File: src/design/assert_macros.svh
// assertion macros shared by the brake core
// no dependencies; expects clk and rst_n in the including scope
`ifndef ASSERT_MACROS_SVH
`define ASSERT_MACROS_SVH

// same-cycle implication, held off during reset
`define ASSERT_IMPLIES(label, ante, cons, msg) \
  label: assert property (@(posedge clk) disable iff (!rst_n) (ante) |-> (cons)) \
    else $error(msg);

// next-cycle implication, held off during reset
`define ASSERT_NEXT(label, ante, cons, msg) \
  label: assert property (@(posedge clk) disable iff (!rst_n) (ante) |=> (cons)) \
    else $error(msg);

`endif

File: src/design/ddeb_pkg.sv
// types and constants for the door drift electronic brake
// no dependencies
package ddeb_pkg;

  typedef struct packed {
    logic [15:0] door_position;
    logic [15:0] door_speed;
    logic        motor_stopped;
    logic [15:0] motor_stop_ticks;
    logic        moving_close_fb;
    logic        moving_open_fb;
  } in_item_t;

  typedef struct packed {
    logic              brake_event;
    logic              brake_active;
    logic              duty_valid;
    logic signed [7:0] duty_percent;
    logic              dir_cmd_valid;
    logic              dir_cmd_close;
    logic              stop_motor;
  } out_item_t;

  typedef struct packed {
    logic        brake_feature_on;
    logic [15:0] window_upper;
    logic [15:0] window_lower;
    logic [15:0] sample_interval;
    logic [15:0] stop_window_ticks;
    logic [6:0]  drift_threshold;
    logic [15:0] speed_threshold;
    logic [15:0] brake_timeout;
  } cfg_t;

  typedef struct packed {
    logic [15:0]        tick_count;
    logic [15:0]        previous_position;
    logic signed [15:0] drift_count;
    logic               drift_direction_close;
    logic               braking_enabled;
    logic signed [7:0]  duty_value;
  } brake_state_t;

  localparam int AddrW = 5;

  typedef enum logic [2:0] {
    REG_FEATURE_ON   = 3'd0,
    REG_WINDOW_UPPER = 3'd1,
    REG_WINDOW_LOWER = 3'd2,
    REG_SAMPLE_INT   = 3'd3,
    REG_STOP_WINDOW  = 3'd4,
    REG_DRIFT_THR    = 3'd5,
    REG_SPEED_THR    = 3'd6,
    REG_BRAKE_TMO    = 3'd7
  } reg_idx_t;

  localparam logic signed [7:0]  DutyOnDetect  = -8'sd5;
  localparam logic signed [7:0]  DutyOnTimeout = 8'sd10;
  localparam logic signed [15:0] DriftSatHi    = 16'sh7fff;
  localparam logic signed [15:0] DriftSatLo    = -16'sh8000;

endpackage

File: src/design/ddeb_step.sv
// next-state and result logic for one control tick
// depends on ddeb_pkg
module ddeb_step #(
  parameter int DUTY_LIMIT      = 50,
  parameter int DUTY_STEP       = 1,
  parameter int DRIFT_COUNT_MAX = 100
) (
  input  ddeb_pkg::in_item_t     item,
  input  ddeb_pkg::cfg_t         cfg,
  input  ddeb_pkg::brake_state_t st,
  output ddeb_pkg::brake_state_t st_nxt,
  output ddeb_pkg::out_item_t    res
);
  import ddeb_pkg::*;

  localparam logic signed [8:0]  LimHi  = 9'(DUTY_LIMIT);
  localparam logic signed [8:0]  LimLo  = -9'(DUTY_LIMIT);
  localparam logic signed [8:0]  StepW  = 9'(DUTY_STEP);
  localparam logic signed [16:0] CntMax = 17'(DRIFT_COUNT_MAX);

  always_comb begin
    brake_state_t      s;
    logic              ev;
    logic              duty_ok;
    logic              dir_ok;
    logic              dir_close;
    logic              stop;
    logic signed [8:0] dv;
    logic signed [16:0] dc_w;
    logic signed [16:0] thr_w;

    s         = st;
    ev        = 1'b0;
    duty_ok   = 1'b0;
    dir_ok    = 1'b0;
    dir_close = 1'b0;
    stop      = 1'b0;
    dv        = '0;
    dc_w      = '0;
    thr_w     = 17'($unsigned(cfg.drift_threshold));

    // drift check
    if (item.door_position < cfg.window_upper && item.door_position > cfg.window_lower &&
        cfg.brake_feature_on) begin
      if (item.motor_stopped && item.motor_stop_ticks < cfg.stop_window_ticks) begin
        if (s.tick_count >= cfg.sample_interval) begin
          s.tick_count = '0;
          if (s.previous_position > item.door_position) begin
            if (s.drift_count != DriftSatHi) s.drift_count = s.drift_count + 16'sd1;
          end else if (s.previous_position < item.door_position) begin
            if (s.drift_count != DriftSatLo) s.drift_count = s.drift_count - 16'sd1;
          end
          dc_w = 17'(s.drift_count);
          if (dc_w > thr_w) begin
            if (dc_w < CntMax) begin
              s.drift_direction_close = 1'b0;
              s.drift_count           = '0;
              ev                      = 1'b1;
              s.duty_value            = DutyOnDetect;
            end
          end else if (dc_w < -thr_w) begin
            s.drift_direction_close = 1'b1;
            s.drift_count           = '0;
            ev                      = 1'b1;
            s.duty_value            = DutyOnDetect;
          end
          s.previous_position = item.door_position;
        end else begin
          if (s.tick_count == '0) s.previous_position = item.door_position;
          s.tick_count = s.tick_count + 16'd1;
        end
      end else begin
        s.drift_count = 16'sd1;
      end
    end

    // brake control
    if (!item.motor_stopped) begin
      s.braking_enabled = 1'b0;
      s.tick_count      = '0;
    end
    if (s.braking_enabled) begin
      if (item.door_speed > cfg.speed_threshold) begin
        dv = 9'(s.duty_value);
        if (!s.drift_direction_close) begin
          if (item.moving_close_fb) begin
            dir_ok    = 1'b1;
            dir_close = 1'b1;
            dv        = dv - StepW;
          end
        end else begin
          if (item.moving_open_fb) begin
            dir_ok    = 1'b1;
            dir_close = 1'b0;
            dv        = dv - StepW;
          end
        end
        if (dv > LimHi) dv = LimHi;
        if (dv < LimLo) dv = LimLo;
        s.duty_value = dv[7:0];
        duty_ok      = 1'b1;
      end
      if (s.tick_count < cfg.brake_timeout) begin
        s.tick_count = s.tick_count + 16'd1;
      end else begin
        s.tick_count      = '0;
        s.duty_value      = DutyOnTimeout;
        stop              = 1'b1;
        s.braking_enabled = 1'b0;
      end
    end

    if (ev) s.braking_enabled = 1'b1;

    st_nxt            = s;
    res.brake_event   = ev;
    res.brake_active  = s.braking_enabled;
    res.duty_valid    = duty_ok;
    res.duty_percent  = s.duty_value;
    res.dir_cmd_valid = dir_ok;
    res.dir_cmd_close = dir_close;
    res.stop_motor    = stop;
  end

endmodule

File: src/design/door_drift_electronic_brake_core.sv
// door drift electronic brake, top level with register port and item pipeline
// depends on ddeb_pkg, ddeb_step and assert_macros.svh
// items pass through the input reg and then the result reg before result valid
// throughput: one item per cycle while out_stall does not hold the output, set by the single-pass step logic
// rst_n is synchronous: clears valids, drift state and loads register defaults
module door_drift_electronic_brake_core #(
  parameter int DUTY_LIMIT      = 50,
  parameter int DUTY_STEP       = 1,
  parameter int DRIFT_COUNT_MAX = 100
) (
  input  logic                       clk,
  input  logic                       rst_n,
  input  logic                       in_valid,
  output logic                       in_stall,
  input  ddeb_pkg::in_item_t         in_item,
  output logic                       out_valid,
  input  logic                       out_stall,
  output ddeb_pkg::out_item_t        out_item,
  input  logic                       psel,
  input  logic                       penable,
  input  logic                       pwrite,
  input  logic [ddeb_pkg::AddrW-1:0] paddr,
  input  logic [31:0]                pwdata,
  output logic [31:0]                prdata,
  output logic                       pready
);
  import ddeb_pkg::*;

  `include "assert_macros.svh"

  cfg_t         cfg_r;
  brake_state_t st_r;
  brake_state_t st_nxt;
  in_item_t     s1_item_r;
  logic         s1_valid_r;
  out_item_t    out_item_r;
  out_item_t    res;
  logic         out_valid_r;
  logic         adv2;
  logic         take_in;
  logic         cfg_wr;
  reg_idx_t     reg_idx;

  assign pready  = 1'b1;
  assign reg_idx = reg_idx_t'(paddr[AddrW-1:2]);
  assign cfg_wr  = psel && penable && pwrite;

  always_ff @(posedge clk) begin
    if (!rst_n) begin
      cfg_r.brake_feature_on  <= 1'b0;
      cfg_r.window_upper      <= 16'd65535;
      cfg_r.window_lower      <= 16'd0;
      cfg_r.sample_interval   <= 16'd10;
      cfg_r.stop_window_ticks <= 16'd100;
      cfg_r.drift_threshold   <= 7'd3;
      cfg_r.speed_threshold   <= 16'd10;
      cfg_r.brake_timeout     <= 16'd200;
    end else if (cfg_wr) begin
      case (reg_idx)
        REG_FEATURE_ON:   cfg_r.brake_feature_on  <= pwdata[0];
        REG_WINDOW_UPPER: cfg_r.window_upper      <= pwdata[15:0];
        REG_WINDOW_LOWER: cfg_r.window_lower      <= pwdata[15:0];
        REG_SAMPLE_INT:   cfg_r.sample_interval   <= pwdata[15:0];
        REG_STOP_WINDOW:  cfg_r.stop_window_ticks <= pwdata[15:0];
        REG_DRIFT_THR:    cfg_r.drift_threshold   <= pwdata[6:0];
        REG_SPEED_THR:    cfg_r.speed_threshold   <= pwdata[15:0];
        REG_BRAKE_TMO:    cfg_r.brake_timeout     <= pwdata[15:0];
        default: ;
      endcase
    end
  end

  always_comb begin
    case (reg_idx)
      REG_FEATURE_ON:   prdata = {31'd0, cfg_r.brake_feature_on};
      REG_WINDOW_UPPER: prdata = {16'd0, cfg_r.window_upper};
      REG_WINDOW_LOWER: prdata = {16'd0, cfg_r.window_lower};
      REG_SAMPLE_INT:   prdata = {16'd0, cfg_r.sample_interval};
      REG_STOP_WINDOW:  prdata = {16'd0, cfg_r.stop_window_ticks};
      REG_DRIFT_THR:    prdata = {25'd0, cfg_r.drift_threshold};
      REG_SPEED_THR:    prdata = {16'd0, cfg_r.speed_threshold};
      REG_BRAKE_TMO:    prdata = {16'd0, cfg_r.brake_timeout};
      default:          prdata = '0;
    endcase
  end

  // pipeline control
  assign adv2     = s1_valid_r && (!out_valid_r || !out_stall);
  assign in_stall = s1_valid_r && !adv2;
  assign take_in  = in_valid && !in_stall;

  always_ff @(posedge clk) begin
    if (!rst_n) begin
      s1_valid_r  <= 1'b0;
      out_valid_r <= 1'b0;
      st_r        <= '0;
    end else begin
      if (take_in) begin
        s1_valid_r <= 1'b1;
      end else if (adv2) begin
        s1_valid_r <= 1'b0;
      end
      if (adv2) begin
        out_valid_r <= 1'b1;
        st_r        <= st_nxt;
      end else if (!out_stall) begin
        out_valid_r <= 1'b0;
      end
    end
  end

  always_ff @(posedge clk) begin
    if (take_in) s1_item_r <= in_item;
    if (adv2) out_item_r <= res;
  end

  ddeb_step #(
    .DUTY_LIMIT      (DUTY_LIMIT),
    .DUTY_STEP       (DUTY_STEP),
    .DRIFT_COUNT_MAX (DRIFT_COUNT_MAX)
  ) u_step (
    .item   (s1_item_r),
    .cfg    (cfg_r),
    .st     (st_r),
    .st_nxt (st_nxt),
    .res    (res)
  );

  assign out_valid = out_valid_r;
  assign out_item  = out_item_r;

  `ASSERT_IMPLIES(a_dir_close_needs_valid, out_valid_r && out_item_r.dir_cmd_close, out_item_r.dir_cmd_valid, "dir_cmd_close without dir_cmd_valid")
  `ASSERT_IMPLIES(a_dir_needs_duty, out_valid_r && out_item_r.dir_cmd_valid, out_item_r.duty_valid, "direction command without duty update")
  `ASSERT_IMPLIES(a_stop_duty, out_valid_r && out_item_r.stop_motor, out_item_r.duty_percent == DutyOnTimeout, "timeout duty not applied")
  `ASSERT_IMPLIES(a_event_arms, out_valid_r && out_item_r.brake_event, out_item_r.brake_active, "brake event without braking armed")
  `ASSERT_NEXT(a_s1_held, s1_valid_r && !adv2, s1_valid_r, "held item dropped from input stage")

endmodule
File: config.mk
export PLATFORM = sky130hd
export DESIGN_NAME = door_drift_electronic_brake_core
export DESIGN_NICKNAME = d
export VERILOG_FILES = /design/src/design/ddeb_pkg.sv /design/src/design/ddeb_step.sv /design/src/design/door_drift_electronic_brake_core.sv
export VERILOG_INCLUDE_DIRS = /design/src /design/src/design
export SDC_FILE = /design/constraint.sdc
export NUM_CORES = 1
export LEC_CHECK = 0
export BUFFER_PORTS_ARGS = -buffer_cell sky130_fd_sc_hd__buf_2
export CAP_MARGIN = 10
export CORE_MARGIN = 4
export CORE_UTILIZATION = 35
export CTS_CLUSTER_SIZE = 8
export DETAILED_ROUTE_END_ITERATION = 8
export SETUP_SLACK_MARGIN = 0.02
export SLEW_MARGIN = 0
export SYNTH_ARGS = -nofsm -noshare
export SYNTH_HDL_FRONTEND = slang
export SYNTH_SLANG_ARGS = --single-unit
File: constraint.sdc
create_clock -name clk -period 17.6 [get_ports clk]
set_input_delay 3.52 -clock clk [delete_from_list [all_inputs] [get_ports clk]]
set_output_delay 3.52 -clock clk [all_outputs]
set_load 0.01 [all_outputs]
After elaboration in Yosys (flattened, before gate mapping). Cells that the tools add are included.

Word-level logic and storage cells: 146. Bits in registers: 229. Output and inout port bits: 49. Input port bits: 95.

Reductions and logical operators: 29. Add/subtract/negate cells: 6. Bitwise gates (word level): 2. Order comparisons: 13. Equality and inequality tests: 11. Muxes and demuxes: 56.

Operator list (number): $pmux 32 s8 (1); $mux 16 (12); $mux 9 (10); $mux 17 (4); $lt 16x16->1 (4); $mux 32 (2); $mux 8 (8); $mux 49 (1); $gt 16x16->1 (3); $add 16x1->16 const B (2); $ne 16x16->1 const B (2); $mux 1 (18); $reduce_and 2->1 (9); $lt 16x17->1 (1); $neg 7->17 (1); $add 16x2->16 const B (1); $ge 16x16->1 (1); $gt 16x8->1 (1); $logic_not 16->1 (1); $lt 16x8->1 const B (1); $sub 16x2->16 const B (1); $eq 3x3->1 const B (4); $gt 9x7->1 const B (1); $lt 9x7->1 const B (1); 14 further kinds (27).

Longest topological paths before layout. Gate-level depths: netlist of run 1.

Depth after elaboration: 28. Depth in mapped cells: 35. Mapped depth without buffers: 31.

By module. Synthesis of run 1 repeated with hierarchy kept, for this count alone.

Cell total of the unflattened synthesis: 1780. Area, all modules: 15332.2 um^2.

By module, submodules not included: door_drift_electronic_brake_core (sequential area each 5235.0 um^2, cells each 840, area each 9016.1 um^2, times used 1); ddeb_step (sequential area each 0.0 um^2, cells each 940, area each 6316.1 um^2, times used 1).

Worst setup path before layout of run 1. Ideal clock, no wire load.

Kind: input port to output port. Start: in paddr[2] (netlist name). End: out prdata[13]. Data required time: 14.080 ns. Cell stages on the path: 6. Arrival: 5.010 ns. Path slack: 9.070 ns. Buffers on the path: 2. Path through: clkbuf_1 -> buf_1 -> nand2b_1 -> o22ai_1 -> a222oi_1 -> inv_1.

Longest elaborated chain between the ends: 2. Elaborated cells on any way between the ends: 9. Classes of those cells: eq/ne: 7; mux: 1; reduce/logical: 1.

RTL lines: from (decl) (RTL line door_drift_electronic_brake_core.sv:22) `input logic [ddeb_pkg::AddrW-1:0] paddr,`; $eq 3x3->1 (tied with other cells) (RTL line door_drift_electronic_brake_core.sv:74) `case (reg_idx)`; $pmux 32 s8 (*) (RTL line door_drift_electronic_brake_core.sv:74); to (decl) (RTL line door_drift_electronic_brake_core.sv:24) `output logic [31:0] prdata,`.

Every way passes the cells marked *; elsewhere a longest branch is shown, timed or not. The select of a mux whose other input is x is not followed.

Final worst setup path of run 1.
Start: in paddr[2] (netlist name). End: out prdata[0].

The elaborated chain is that of the path after synthesis.

==> out/qor.tcl, run 1 <==
set qor(finalHoldViolCount) 0
set qor(whs_ns) 0.452
set qor(yosys_register_bits) 229
set qor(floorplan.die.height_um) 212
set qor(drt_wl_cell_um) 18.4
set qor(achievable-frequency_ghz) 0.107
set qor(area_delta_synth_final_pct) 13.5
set qor(ff2ff_path_depth) 26
set qor(holdPathEnd) {cfg_r[31]}
set qor(cts.reportedPaths.clkPinSlew_ns) 0.05
set qor(tritoncts) {done}
set qor(drt_first_pass_iters) 5
set qor(holdPathStages) 2
set qor(max_slew_margin) 0.174
set qor(worst-endpoint-arrival_ns) 5.84
set qor(grt_first_pass_wirelength_um) 68700
set qor(synth_flop_cell) {sky130_fd_sc_hd__dfxtp_1}
set qor(synth_cell_type_count) 90
set qor(synthesis.area_per_instance_um2) 8.36
set qor(rsz0062_at_grt) {false}
set qor(floorplan.core_area_um2) 40900
set qor(synthesis.area_um2) 14500
set qor(antenna_cells) 0
set qor(cts_setup_buffers) 0
set qor(place.detailed.hpwl_um) 32000
set qor(cp-end-kind) {output pin}
set qor(run_status) {complete, no violations}
set qor(synth_top_cell_area_share) 0.226
set qor(final_layout_size_suffix_gt1_frac) 0.111
set qor(crit_path_frequent_cell) {sky130_fd_sc_hd__buf_2}
set qor(post-route-drc-count) 0
set qor(dieWidth_um) 212
set qor(route.detailed.vias_per_inst) 5.44
set qor(num_io_pins) 144
set qor(synth_common_cells) {sky130_fd_sc_hd__nand2_1 (242), sky130_fd_sc_hd__dfxtp_1 (164), sky130_fd_sc_hd__inv_1 (150)}
set qor(cts_bufs_inserted) 35
set qor(drt_iter0_drc) 1006
set qor(max-cap-violations) 0
set qor(fin_skew_ns) 0.0243
set qor(synthCells) 1736
set qor(r2r-end) {out_item[7]}
set qor(critical_path.startpoint_type) {input pin}
set qor(worstReg2RegStart) {s1_item_r[48]}
set qor(first_global_vias) 12545
set qor(yosys-top-cells-area) {sky130_fd_sc_hd__dfxtp_1 (23%), sky130_fd_sc_hd__edfxtp_1 (13%), sky130_fd_sc_hd__ha_1 (12%)}
set qor(ctsLongestPathBuffers) 3
set qor(period_share) 0.532
set qor(synth_top_cell_by_area) {sky130_fd_sc_hd__dfxtp_1}
set qor(cpPeakStageDelay_ns) 0.67
set qor(min_from) {cfg_r[31]}
set qor(die_area_um2) 44800
set qor(hold_path_class) {reg2reg}
set qor(placement_rows) 74
set qor(slew_viol_final) 0
set qor(crit_path_max_fanout) 47
set qor(cts_repair_resize_count) 0
set qor(tns_ns) 0
set qor(worstPathRequired_ns) 14.08
set qor(yosys_warning_total) 0
set qor(ys_async_sr_fraction) 0
set qor(cp_cell_sequence) {buf_2, buf_4, nor2b_1, a22oi_1, o22ai_1, mux2i_1, o21ai_0, buf_2}
set qor(final_antenna_violating_net_count) 0
set qor(yosys.cell_count.top_type) {sky130_fd_sc_hd__nand2_1}
set qor(gpl.final_weighted_congestion) 0.900
set qor(synth_sequential_area_ratio) 0.361
set qor(route.vias.total) 12859
set qor(initial_antenna_violation_count) 3
set qor(cellPowerDensity_nw_per_um2) 79.6
set qor(routed_wl_um) 43400
set qor(quantity_of_hold_fixing_buffers_added_after_cts) 0
set qor(lkg_pwr_nw) 6.62
set qor(total_power_mw) 1.31
set qor(io_buffers) 108
set qor(synth-edff-count) 65
set qor(insertion_delay_of_the_later_clocked_pin_in_the_worst_skew_pair_ns) 0.55
set qor(setup_viol) 0
set qor(timing.final.crit_period_ns) 9.36
set qor(cpMaxStageDelayCell) {sky130_fd_sc_hd__nor2b_1}
set qor(start_util) 0.355
set qor(ctsHtreeMaxLevel) 2
set qor(grt_remaining_overflow) 0
set qor(filler_cell_count) 4143
set qor(cts.sinks) 229
set qor(worst_pin_slew_ns) 1.24
set qor(setup.worst_path.class) {in2out}
set qor(setup_slack_of_the_most_critical_reg_to_reg_path_ns) 9.70
set qor(global_route.usage.total) 0.191
set qor(clock-root-buffer) {sky130_fd_sc_hd__clkbuf_16}
set qor(power.ir.vdd_worst_v) 0.0000865
set qor(maximum_number_of_pins_on_one_net_before_global_route_repair) 95
set qor(nets) 2043
## layout by cell type (no fill, tap or decap), types with 11 or more instances in the layout
cell type / netlist / final
sky130_fd_sc_hd__nor3_1: 36 / 35
sky130_fd_sc_hd__a21oi_1: 136 / 135
sky130_fd_sc_hd__xnor2_1: 21 / 21
sky130_fd_sc_hd__buf_2: 3 / 108
sky130_fd_sc_hd__clkbuf_1: 68 / 17
sky130_fd_sc_hd__nand2_1: 242 / 242
sky130_fd_sc_hd__a211oi_1: 13 / 13
sky130_fd_sc_hd__o21ai_0: 61 / 61
sky130_fd_sc_hd__nor4_1: 16 / 16
sky130_fd_sc_hd__mux2i_1: 40 / 40
sky130_fd_sc_hd__or3_1: 13 / 13
sky130_fd_sc_hd__clkbuf_16: 0 / 35
sky130_fd_sc_hd__edfxtp_1: 65 / 65
sky130_fd_sc_hd__buf_4: 17 / 14
sky130_fd_sc_hd__nand3_1: 49 / 49
sky130_fd_sc_hd__a21o_1: 30 / 30
sky130_fd_sc_hd__xor2_1: 23 / 23
sky130_fd_sc_hd__a22oi_1: 25 / 25
sky130_fd_sc_hd__o211ai_1: 31 / 31
sky130_fd_sc_hd__nand4_1: 28 / 28
sky130_fd_sc_hd__ha_1: 136 / 136
sky130_fd_sc_hd__nand2b_1: 12 / 12
sky130_fd_sc_hd__inv_1: 150 / 149
sky130_fd_sc_hd__nor2_1: 143 / 143
sky130_fd_sc_hd__a221oi_1: 11 / 11
sky130_fd_sc_hd__nor2b_1: 18 / 17
sky130_fd_sc_hd__conb_1: 2 / 17
sky130_fd_sc_hd__dfxtp_1: 164 / 164
## cells by family after synthesis
kind of cell    count (synthesis)  share of synthesized area
compound gates                402                      0.183
flops                         229                      0.361
mux                            47                     0.0371
buf+inv                       251                     0.0713
xor+xnor                       45                     0.0281
fa+ha+maj                     137                      0.118
other cells                     2                   0.000517
simple gates                  623                      0.202
## final cells by class
type,count,area (um^2),area share
inverter,152,576,0.0349
timing repair buffer,123,657,0.0399
clock inverter,4,63.8,0.00387
sequential,229,5240,0.318
tap,532,666,0.0404
clock buffer,53,953,0.0579
multi-input combinational,1271,8330,0.505
## flip-flops by register name, indices dropped and copies added (netlist names)
register and cells:
cfg_r 104, out_item 14, out_valid 1, s1_item_r 51, s1_valid_r 1, st_r 58
## worst max-delay path by stage
stage / start / end / slack [ns] / depth (start not counted)
2_1_floorplan: paddr[2] / prdata[13] / 9.07 / 6
3_3_place_gp: paddr[2] / prdata[0] / 8.35 / 8
3_5_place_dp: paddr[2] / prdata[0] / 8.34 / 8
4_1_cts: paddr[2] / prdata[0] / 8.33 / 8
5_1_grt: paddr[2] / prdata[0] / 8.05 / 8
6_report: paddr[2] / prdata[0] / 8.24 / 8
## power by group
part           total, mW  switching (mW)  internal [mW]
Combinational      0.117          0.0759         0.0412
Clock              0.629           0.255          0.374
Sequential         0.565         0.00875          0.556
Total               1.31           0.339          0.972
## metal layers
layer	up-vias	global-route usage	share of wire
li1	6287	-	-
met1	6060	0.258	0.44
met2	418	0.306	0.45
met3	88	0.0394	0.071
met4	6	0.0675	0.033
met5	-	0	0.00076
## critical path, delay by kind of cell
family,cells,cell delay (ns)
AND/OR/NAND/NOR,1,0.67
AO/OA/AOI/OAI,3,0.80
buffers and inverters,3,0.72
multiplexers,1,0.10
## per-stage QoR
step	setup slack (ns)	std cells	area, um^2	utilization
final	8.24	2364	16500	0.403
after CTS	8.33	2363	16500	0.402
after global routing	8.05	2364	16500	0.403
after global placement	8.35	2306	15400	0.378
after detailed placement	8.34	2306	15400	0.378
after floorplan	9.07	1751	14600	-
No activity file was read; power rests on OpenSTA's default activity.
==> run 2: changes to the inputs <==
Settings changed: ABC_AREA set to 1.
Clock period 17.6 ns to 7.6 ns, I/O delays scaled along.
==> out/qor.tcl, run 2 <==
set qor(insertion_delay_of_the_later_clocked_pin_in_the_worst_skew_pair_ns) 0.51 ;# -0.04 ns
set qor(routed_wl_um) 43800 ;# +0.91%
set qor(floorplan.die.height_um) 213 ;# +0.54%
set qor(slew_viol_final) 0 ;# unchanged
set qor(cts.reportedPaths.clkPinSlew_ns) 0.05 ;# about the same
set qor(tritoncts) {done}
set qor(layout_commonest_cell) {sky130_fd_sc_hd__nand2_1}
set qor(hold_path_class) {reg2reg}
set qor(die_area_um2) 45300 ;# +1.1%
set qor(synthCells) 1941 ;# +12%
set qor(yosys_warning_total) 0 ;# unchanged
set qor(power.ir.vdd_worst_v) 0.000155 ;# +79%
set qor(nets) 2260 ;# +11%
set qor(cts_setup_buffers) 0 ;# unchanged
set qor(ys_async_sr_fraction) 0 ;# unchanged
set qor(placement_rows) 74 ;# unchanged
set qor(yosys.cell_count.top_type) {sky130_fd_sc_hd__nand2_1}
set qor(final_core_area_utilization) 0.403 ;# +0.000712
set qor(seq_area_um2) 5240 ;# unchanged
set qor(multi_input_gate_area_um2) 7910 ;# -5.0%
set qor(start_util) 0.357 ;# +0.00236
set qor(max-cap-violations) 0 ;# unchanged
set qor(tns_ns) 0 ;# unchanged
set qor(clock-root-buffer) {sky130_fd_sc_hd__clkbuf_16}
set qor(io_buffers) 108 ;# unchanged
set qor(synth_flop_cell) {sky130_fd_sc_hd__dfxtp_1}
set qor(gpl.final_weighted_congestion) 0.912 ;# +1.2%
set qor(instances_no_fill) 2580 ;# +9.1%
set qor(post-route-drc-count) 0 ;# unchanged
set qor(cts_repair_resize_count) 0 ;# unchanged
set qor(ctsHtreeMaxLevel) 2 ;# unchanged
set qor(ctsLongestPathBuffers) 3 ;# unchanged
set qor(achievable-frequency_ghz) 0.158
set qor(route.detailed.vias_per_inst) 5.23 ;# -3.8%
set qor(dieWidth_um) 213 ;# +0.54%
set qor(drt_first_pass_iters) 6 ;# +1
set qor(top_regs) {cfg_r: 104 flops, st_r: 58 flops, s1_item_r: 51 flops}
set qor(maximum_number_of_pins_on_one_net_before_global_route_repair) 117 ;# +23%
set qor(yosys-top-cells-area) {sky130_fd_sc_hd__dfxtp_1 (22%), sky130_fd_sc_hd__edfxtp_1 (13%), sky130_fd_sc_hd__ha_1 (12%)}
set qor(synthesis.area_um2) 14700 ;# +1.1%
set qor(lkg_pwr_nw) 7.31 ;# +10%
set qor(grt_remaining_overflow) 0 ;# unchanged
set qor(cellPowerDensity_nw_per_um2) 186 ;# +130%
set qor(setup_viol) 0 ;# unchanged
set qor(drt_iter0_drc) 984 ;# -2.2%
set qor(yosys_register_bits) 229 ;# unchanged
set qor(max_slew_margin) 0.141 ;# -0.0323
set qor(cts.sinks) 229 ;# unchanged
set qor(run_status) {complete, no violations}
set qor(crit_path_frequent_cell) {sky130_fd_sc_hd__nand2_1}
set qor(cts_bufs_inserted) 34 ;# -2.9%
set qor(synth_sequential_area_ratio) 0.357 ;# -0.00399
set qor(drt_wl_cell_um) 17.0 ;# -7.5%
set qor(largest_reg_flops) 104 ;# unchanged
set qor(cp-end-kind) {flip-flop}
set qor(synth_top_cell_area_share) 0.224 ;# -0.00250
set qor(synthesis.area_per_instance_um2) 7.56 ;# -9.6%
set qor(cpMaxStageDelayCell) {sky130_fd_sc_hd__edfxtp_1}
set qor(route.vias.total) 13497 ;# +5.0%
set qor(final_cell_mix) {sky130_fd_sc_hd__nand2_1 (315), sky130_fd_sc_hd__inv_1 (295), sky130_fd_sc_hd__a21oi_1 (204), sky130_fd_sc_hd__o21ai_0 (168), sky130_fd_sc_hd__dfxtp_1 (164)}
set qor(setup_slack_of_the_most_critical_reg_to_reg_path_ns) 1.29 ;# -8.41 ns
set qor(worst-endpoint-arrival_ns) 6.57 ;# +0.73 ns
set qor(synth-edff-count) 65 ;# unchanged
set qor(rsz0062_at_grt) {false}
set qor(dpl.cell_count) 2523 ;# +9.4%
set qor(area_delta_synth_final_pct) 12.9
set qor(synth_top_cell_by_area) {sky130_fd_sc_hd__dfxtp_1}
set qor(floorplan.core_area_um2) 41100 ;# +0.45%
set qor(filler_cell_count) 4290 ;# +3.5%
set qor(fin_skew_ns) 0.0124 ;# -0.0119 ns
set qor(place.detailed.hpwl_um) 33000 ;# +3.0%
set qor(critical_path.startpoint_type) {flip-flop}
set qor(crit_path_max_fanout) 20 ;# -57%
set qor(quantity_of_hold_fixing_buffers_added_after_cts) 0 ;# unchanged
set qor(synth_common_cells) {sky130_fd_sc_hd__nand2_1 (315), sky130_fd_sc_hd__inv_1 (296), sky130_fd_sc_hd__a21oi_1 (204)}
set qor(grt_first_pass_wirelength_um) 68600 ;# about the same
set qor(final_antenna_violating_net_count) 0 ;# unchanged
set qor(final_layout_size_suffix_gt1_frac) 0.114 ;# +0.00302
set qor(worstPathRequired_ns) 7.86 ;# -6.22 ns
set qor(first_global_vias) 12674 ;# +1.0%
set qor(period_share) 0.831
set qor(finalHoldViolCount) 0 ;# unchanged
set qor(worst_pin_slew_ns) 1.28 ;# +0.0432 ns
set qor(cpPeakStageDelay_ns) 0.41 ;# -0.26 ns
set qor(setup.worst_path.class) {reg2reg}
set qor(timing.final.crit_period_ns) 6.31
set qor(synth_cell_type_count) 64 ;# -29%
set qor(largest_register) {cfg_r}
set qor(num_io_pins) 144 ;# unchanged
set qor(global_route.usage.total) 0.190 ;# -0.00174
set qor(whs_ns) 0.451 ;# -0.00117 ns
set qor(initial_antenna_violation_count) 1 ;# -2
-- run 2: cell types whose count changed after synthesis, sizes merged, moves of 12 or more --
cell | before | now
nand2 | 242 | 334
xnor2 | 21 | 5
o21ai | 63 | 177
a21o | 31 | 3
inv | 151 | 307
nor2b | 18 | 0
nand2b | 12 | 0
clkbuf | 68 | 48
a21oi | 137 | 206
or3 | 13 | 0
mux2i | 41 | 0
nand3 | 49 | 75
a22oi | 25 | 7
-- run 2: path summary, 6_finish.rpt --
| kind | start | to | depth (start not counted) |
|---|---|---|---|
| worst max register to register | s1_item_r[45] | out_item[4] | 41 |
| worst max-delay path | s1_item_r[45] | out_item[4] | 41 |
| worst min register to register | st_r[40] | st_r[40] | 2 |
| worst min-delay path | st_r[40] | st_r[40] | 2 |
-- run 2: cell type report --
type | count | share of cell area
Sequential cell | 229 | 0.316
Clock buffer | 51 | 0.0552
Inverter | 313 | 0.0709
Clock inverter | 3 | 0.00204
Multi-Input combinational cell | 1333 | 0.477
Timing Repair Buffer | 118 | 0.0388
Antenna cell | 1 | 0.000151
Tap cell | 532 | 0.0401
-- run 2: layer usage --
metal / routed length (um) / up-vias / GRT usage / part of all wire
met5: 0 / - / 0 / 0
met4: 1310 / 0 / 0.0613 / 0.030
met3: 2640 / 78 / 0.0281 / 0.060
met2: 20200 / 414 / 0.313 / 0.46
met1: 19700 / 6286 / 0.256 / 0.45
li1: - / 6719 / - / -
-- run 2: metrics by stage --
stage                     instance area (um^2)  power (mW)  setup WS [ns]
after floorplan                          14700        1.59           2.53
after global placement                   15600        1.71           1.41
after detailed placement                 15600        1.72           1.34
after CTS                                16500        3.11           1.27
after global routing                     16600        3.21          0.557
final                                    16600        3.08           1.29
-- run 2: kinds of logic after synthesis --
| logic type | Yosys count | share of synthesized area |
|---|---|---|
| AND/OR/NAND/NOR | 639 | 0.201 |
| AO/OA/AOI/OAI | 506 | 0.196 |
| buffers and inverters | 394 | 0.109 |
| flip-flops | 229 | 0.357 |
| adder cells (fa/ha/maj) | 136 | 0.116 |
| XOR/XNOR | 35 | 0.0214 |
| other | 2 | 0.000511 |
-- run 2: critical path: cells and delay by family, from the launching register on --
family                     cells  cell delay (ns)
AOI/OAI and AO/OA              4             0.76
adders and majority gates      3             0.82
DFF                            1             0.41
xor gates and xnor gates       1             0.38
and+or+nand+nor               30             3.49
buffers and inverters          3             0.18
-- run 2: power breakdown --
| part | internal (mW) | total, mW | leakage, nW | switching (mW) |
|---|---|---|---|---|
| Sequential | 1.30 | 1.33 | 1.96 | 0.0265 |
| Clock | 0.827 | 1.38 | 0.455 | 0.557 |
| Combinational | 0.124 | 0.372 | 4.89 | 0.248 |
==> run 3: changes to the inputs <==
Clock period 7.6 ns to 5.2 ns, I/O delays scaled along.
==> out/qor.tcl, run 3 (same netlist as run 2, synthesis figures left out) <==
set qor(top_regs) {cfg_r: 104 flops, st_r: 58 flops, s1_item_r: 51 flops}
set qor(cts_bufs_inserted) 35 ;# +2.9%
set qor(cpMaxStageDelayCell) {sky130_fd_sc_hd__edfxtp_1}
set qor(timing.final.crit_period_ns) 5.23 ;# -1.08 ns
set qor(cpPeakStageDelay_ns) 0.43 ;# +0.02 ns
set qor(cts.sinks) 229 ;# unchanged
set qor(ctsLongestPathBuffers) 3 ;# unchanged
set qor(first_global_vias) 13868 ;# +9.4%
set qor(worstPathRequired_ns) 5.60 ;# -2.26 ns
set qor(layout_commonest_cell) {sky130_fd_sc_hd__nand2_1}
set qor(cellPowerDensity_nw_per_um2) 249 ;# +34%
set qor(crit_path_max_fanout) 7 ;# -65%
set qor(maximum_number_of_pins_on_one_net_before_global_route_repair) 67 ;# -43%
set qor(die_area_um2) 45300 ;# unchanged
set qor(place.detailed.hpwl_um) 34800 ;# +5.7%
set qor(ctsHtreeMaxLevel) 2 ;# unchanged
set qor(period_share) 1.01 ;# +0.175
set qor(cts.reportedPaths.clkPinSlew_ns) 0.05 ;# about the same
set qor(max-cap-violations) 0 ;# unchanged
set qor(drt_iter0_drc) 1065 ;# +8.2%
set qor(fin_skew_ns) 0.0308 ;# +0.0184 ns
set qor(area_delta_synth_final_pct) 29.8
set qor(detailedPlace.worstSlack_ns) -0.326 ;# -1.66 ns
set qor(finalHoldViolCount) 0 ;# unchanged
set qor(largest_reg_flops) 104 ;# unchanged
set qor(run_status) {complete, but fails checks}
set qor(post-route-drc-count) 0 ;# unchanged
set qor(initial_antenna_violation_count) 3 ;# +2
set qor(critical_path.startpoint_type) {flip-flop}
set qor(rsz0062_at_grt) {true}
set qor(final_area_um2) 19100 ;# +15%
set qor(max_slew_margin) 0.139 ;# -0.00199
set qor(final_layout_size_suffix_gt1_frac) 0.262 ;# +0.149
set qor(io_buffers) 108 ;# unchanged
set qor(gpl.final_weighted_congestion) 0.916 ;# +0.49%
set qor(failing_checks) {negative setup slack}
set qor(routed_wl_um) 46900 ;# +6.9%
set qor(tritoncts) {done}
set qor(dieWidth_um) 213 ;# unchanged
set qor(cp-end-kind) {flip-flop}
set qor(num_io_pins) 144 ;# unchanged
set qor(drt_wl_cell_um) 16.8 ;# -0.87%
set qor(drt_first_pass_iters) 5 ;# -1
set qor(power.ir.vdd_worst_v) 0.000247 ;# +60%
set qor(grt_first_pass_wirelength_um) 72900 ;# +6.2%
set qor(crit_path_frequent_cell) {sky130_fd_sc_hd__buf_4}
set qor(place_area_um2) 16700 ;# +7.3%
set qor(floorplan.die.height_um) 213 ;# unchanged
set qor(slew_viol_final) 0 ;# unchanged
set qor(worst_pin_slew_ns) 1.28 ;# +0.00489 ns
set qor(nets) 2460 ;# +8.8%
set qor(setup.worst_path.class) {reg2reg}
set qor(insertion_delay_of_the_later_clocked_pin_in_the_worst_skew_pair_ns) 0.53 ;# +0.02 ns
set qor(grt_remaining_overflow) 0 ;# unchanged
set qor(worst-endpoint-arrival_ns) 5.63 ;# -0.94 ns
set qor(hold_path_class) {reg2reg}
set qor(final_cell_mix) {sky130_fd_sc_hd__nand2_1 (281), sky130_fd_sc_hd__inv_1 (277), sky130_fd_sc_hd__buf_4 (194), sky130_fd_sc_hd__a21oi_1 (184), sky130_fd_sc_hd__dfxtp_1 (161)}
set qor(cp_num_buf_inv) 8 ;# +5
set qor(final_antenna_violating_net_count) 0 ;# unchanged
set qor(clock-root-buffer) {sky130_fd_sc_hd__clkbuf_16}
set qor(floorplan.core_area_um2) 41100 ;# unchanged
set qor(achievable-frequency_ghz) 0.191 ;# +21%
set qor(placement_rows) 74 ;# unchanged
set qor(start_util) 0.357 ;# unchanged
set qor(lkg_pwr_nw) 8.47 ;# +16%
set qor(layout_setup_ws_ns) -0.0295 ;# -1.32 ns
set qor(global_route.usage.total) 0.201 ;# +0.0116
set qor(route.vias.total) 14412 ;# +6.8%
set qor(route.detailed.vias_per_inst) 5.18 ;# -0.94%
set qor(setup_viol) 3 ;# +3
set qor(worst_path_dominant_cell_family) {simple AND/OR/NAND/NOR gates}
set qor(largest_register) {cfg_r}
run 3: cell types whose count changed in the layout (fill, tap and decap cells not counted), moves of 17 or more:
| cell | delta |
|---|---|
| sky130_fd_sc_hd__nand2_1 | -34 |
| sky130_fd_sc_hd__o21ai_0 | -29 |
| sky130_fd_sc_hd__ha_4 | +18 |
| sky130_fd_sc_hd__inv_1 | -18 |
| sky130_fd_sc_hd__a21oi_1 | -20 |
| sky130_fd_sc_hd__a21oi_2 | +17 |
| sky130_fd_sc_hd__nand2_2 | +26 |
| sky130_fd_sc_hd__buf_4 | +186 |
| sky130_fd_sc_hd__ha_1 | -18 |
run 3: cell type report:
| type | instances | area (um^2) |
|---|---|---|
| diodes | 1 | 2.50 |
| fillers | 4055 | 22100 |
| well taps | 532 | 666 |
| clock buffers | 53 | 963 |
| multi-input cells | 1333 | 8760 |
| flip-flops and latches | 229 | 5240 |
| repair buffers | 317 | 2190 |
| inverters | 313 | 1190 |
| clock inverters | 3 | 37.5 |
run 3: final timing paths:
path / from / end / slack (ns) / cells past startpoint
hold reg to reg: st_r[27] / st_r[27] / 0.45 / 2
hold / removal: st_r[27] / st_r[27] / 0.45 / 2
setup / recovery: s1_item_r[38] / st_r[54] / -0.03 / 31
setup reg to reg: s1_item_r[38] / st_r[54] / -0.03 / 31
run 3: report_power, final:
part / internal [mW] / switching (mW) / total, mW
Sequential: 1.90 / 0.0364 / 1.93
Clock: 1.27 / 0.835 / 2.10
Combinational: 0.280 / 0.424 / 0.704
Total: 3.45 / 1.29 / 4.74
run 3: timing repair:
action / 4_1_cts / 5_1_grt
gates resized for setup: 111 / 130
pin swaps: 60 / 85
hold buffers: 0 / 0
setup endpoints to repair: 35 / 35
setup buffers: 37 / 16
run 3: layer usage:
metal,track usage,vias to the layer above,wire [um]
met1,0.259,6704,20100
li1,-,7164,-
met3,0.0381,116,2890
met5,0,-,33
met2,0.334,424,22000
met4,0.0813,4,1850
run 3: per-stage QoR:
stage	hold slack [ns]	utilization	total power [mW]	instances	TNS [ns]
finish	0.450	0.464	4.74	2781	-0.0380
global route	0.477	0.464	4.94	2781	-10.31
CTS	0.452	0.449	4.73	2765	-0.0535
detailed placement	0.444	0.407	2.57	2673	-7.90
global placement	0.438	0.407	2.56	2673	-4.01
floorplan	0.428	-	2.33	1956	0
run 3: tightest hold or removal path, stage by stage (launching register included):
cell and delay, ns:
sky130_fd_sc_hd__dfxtp_1 0.31, sky130_fd_sc_hd__inv_1 0.05, sky130_fd_sc_hd__a21oi_1 0.05
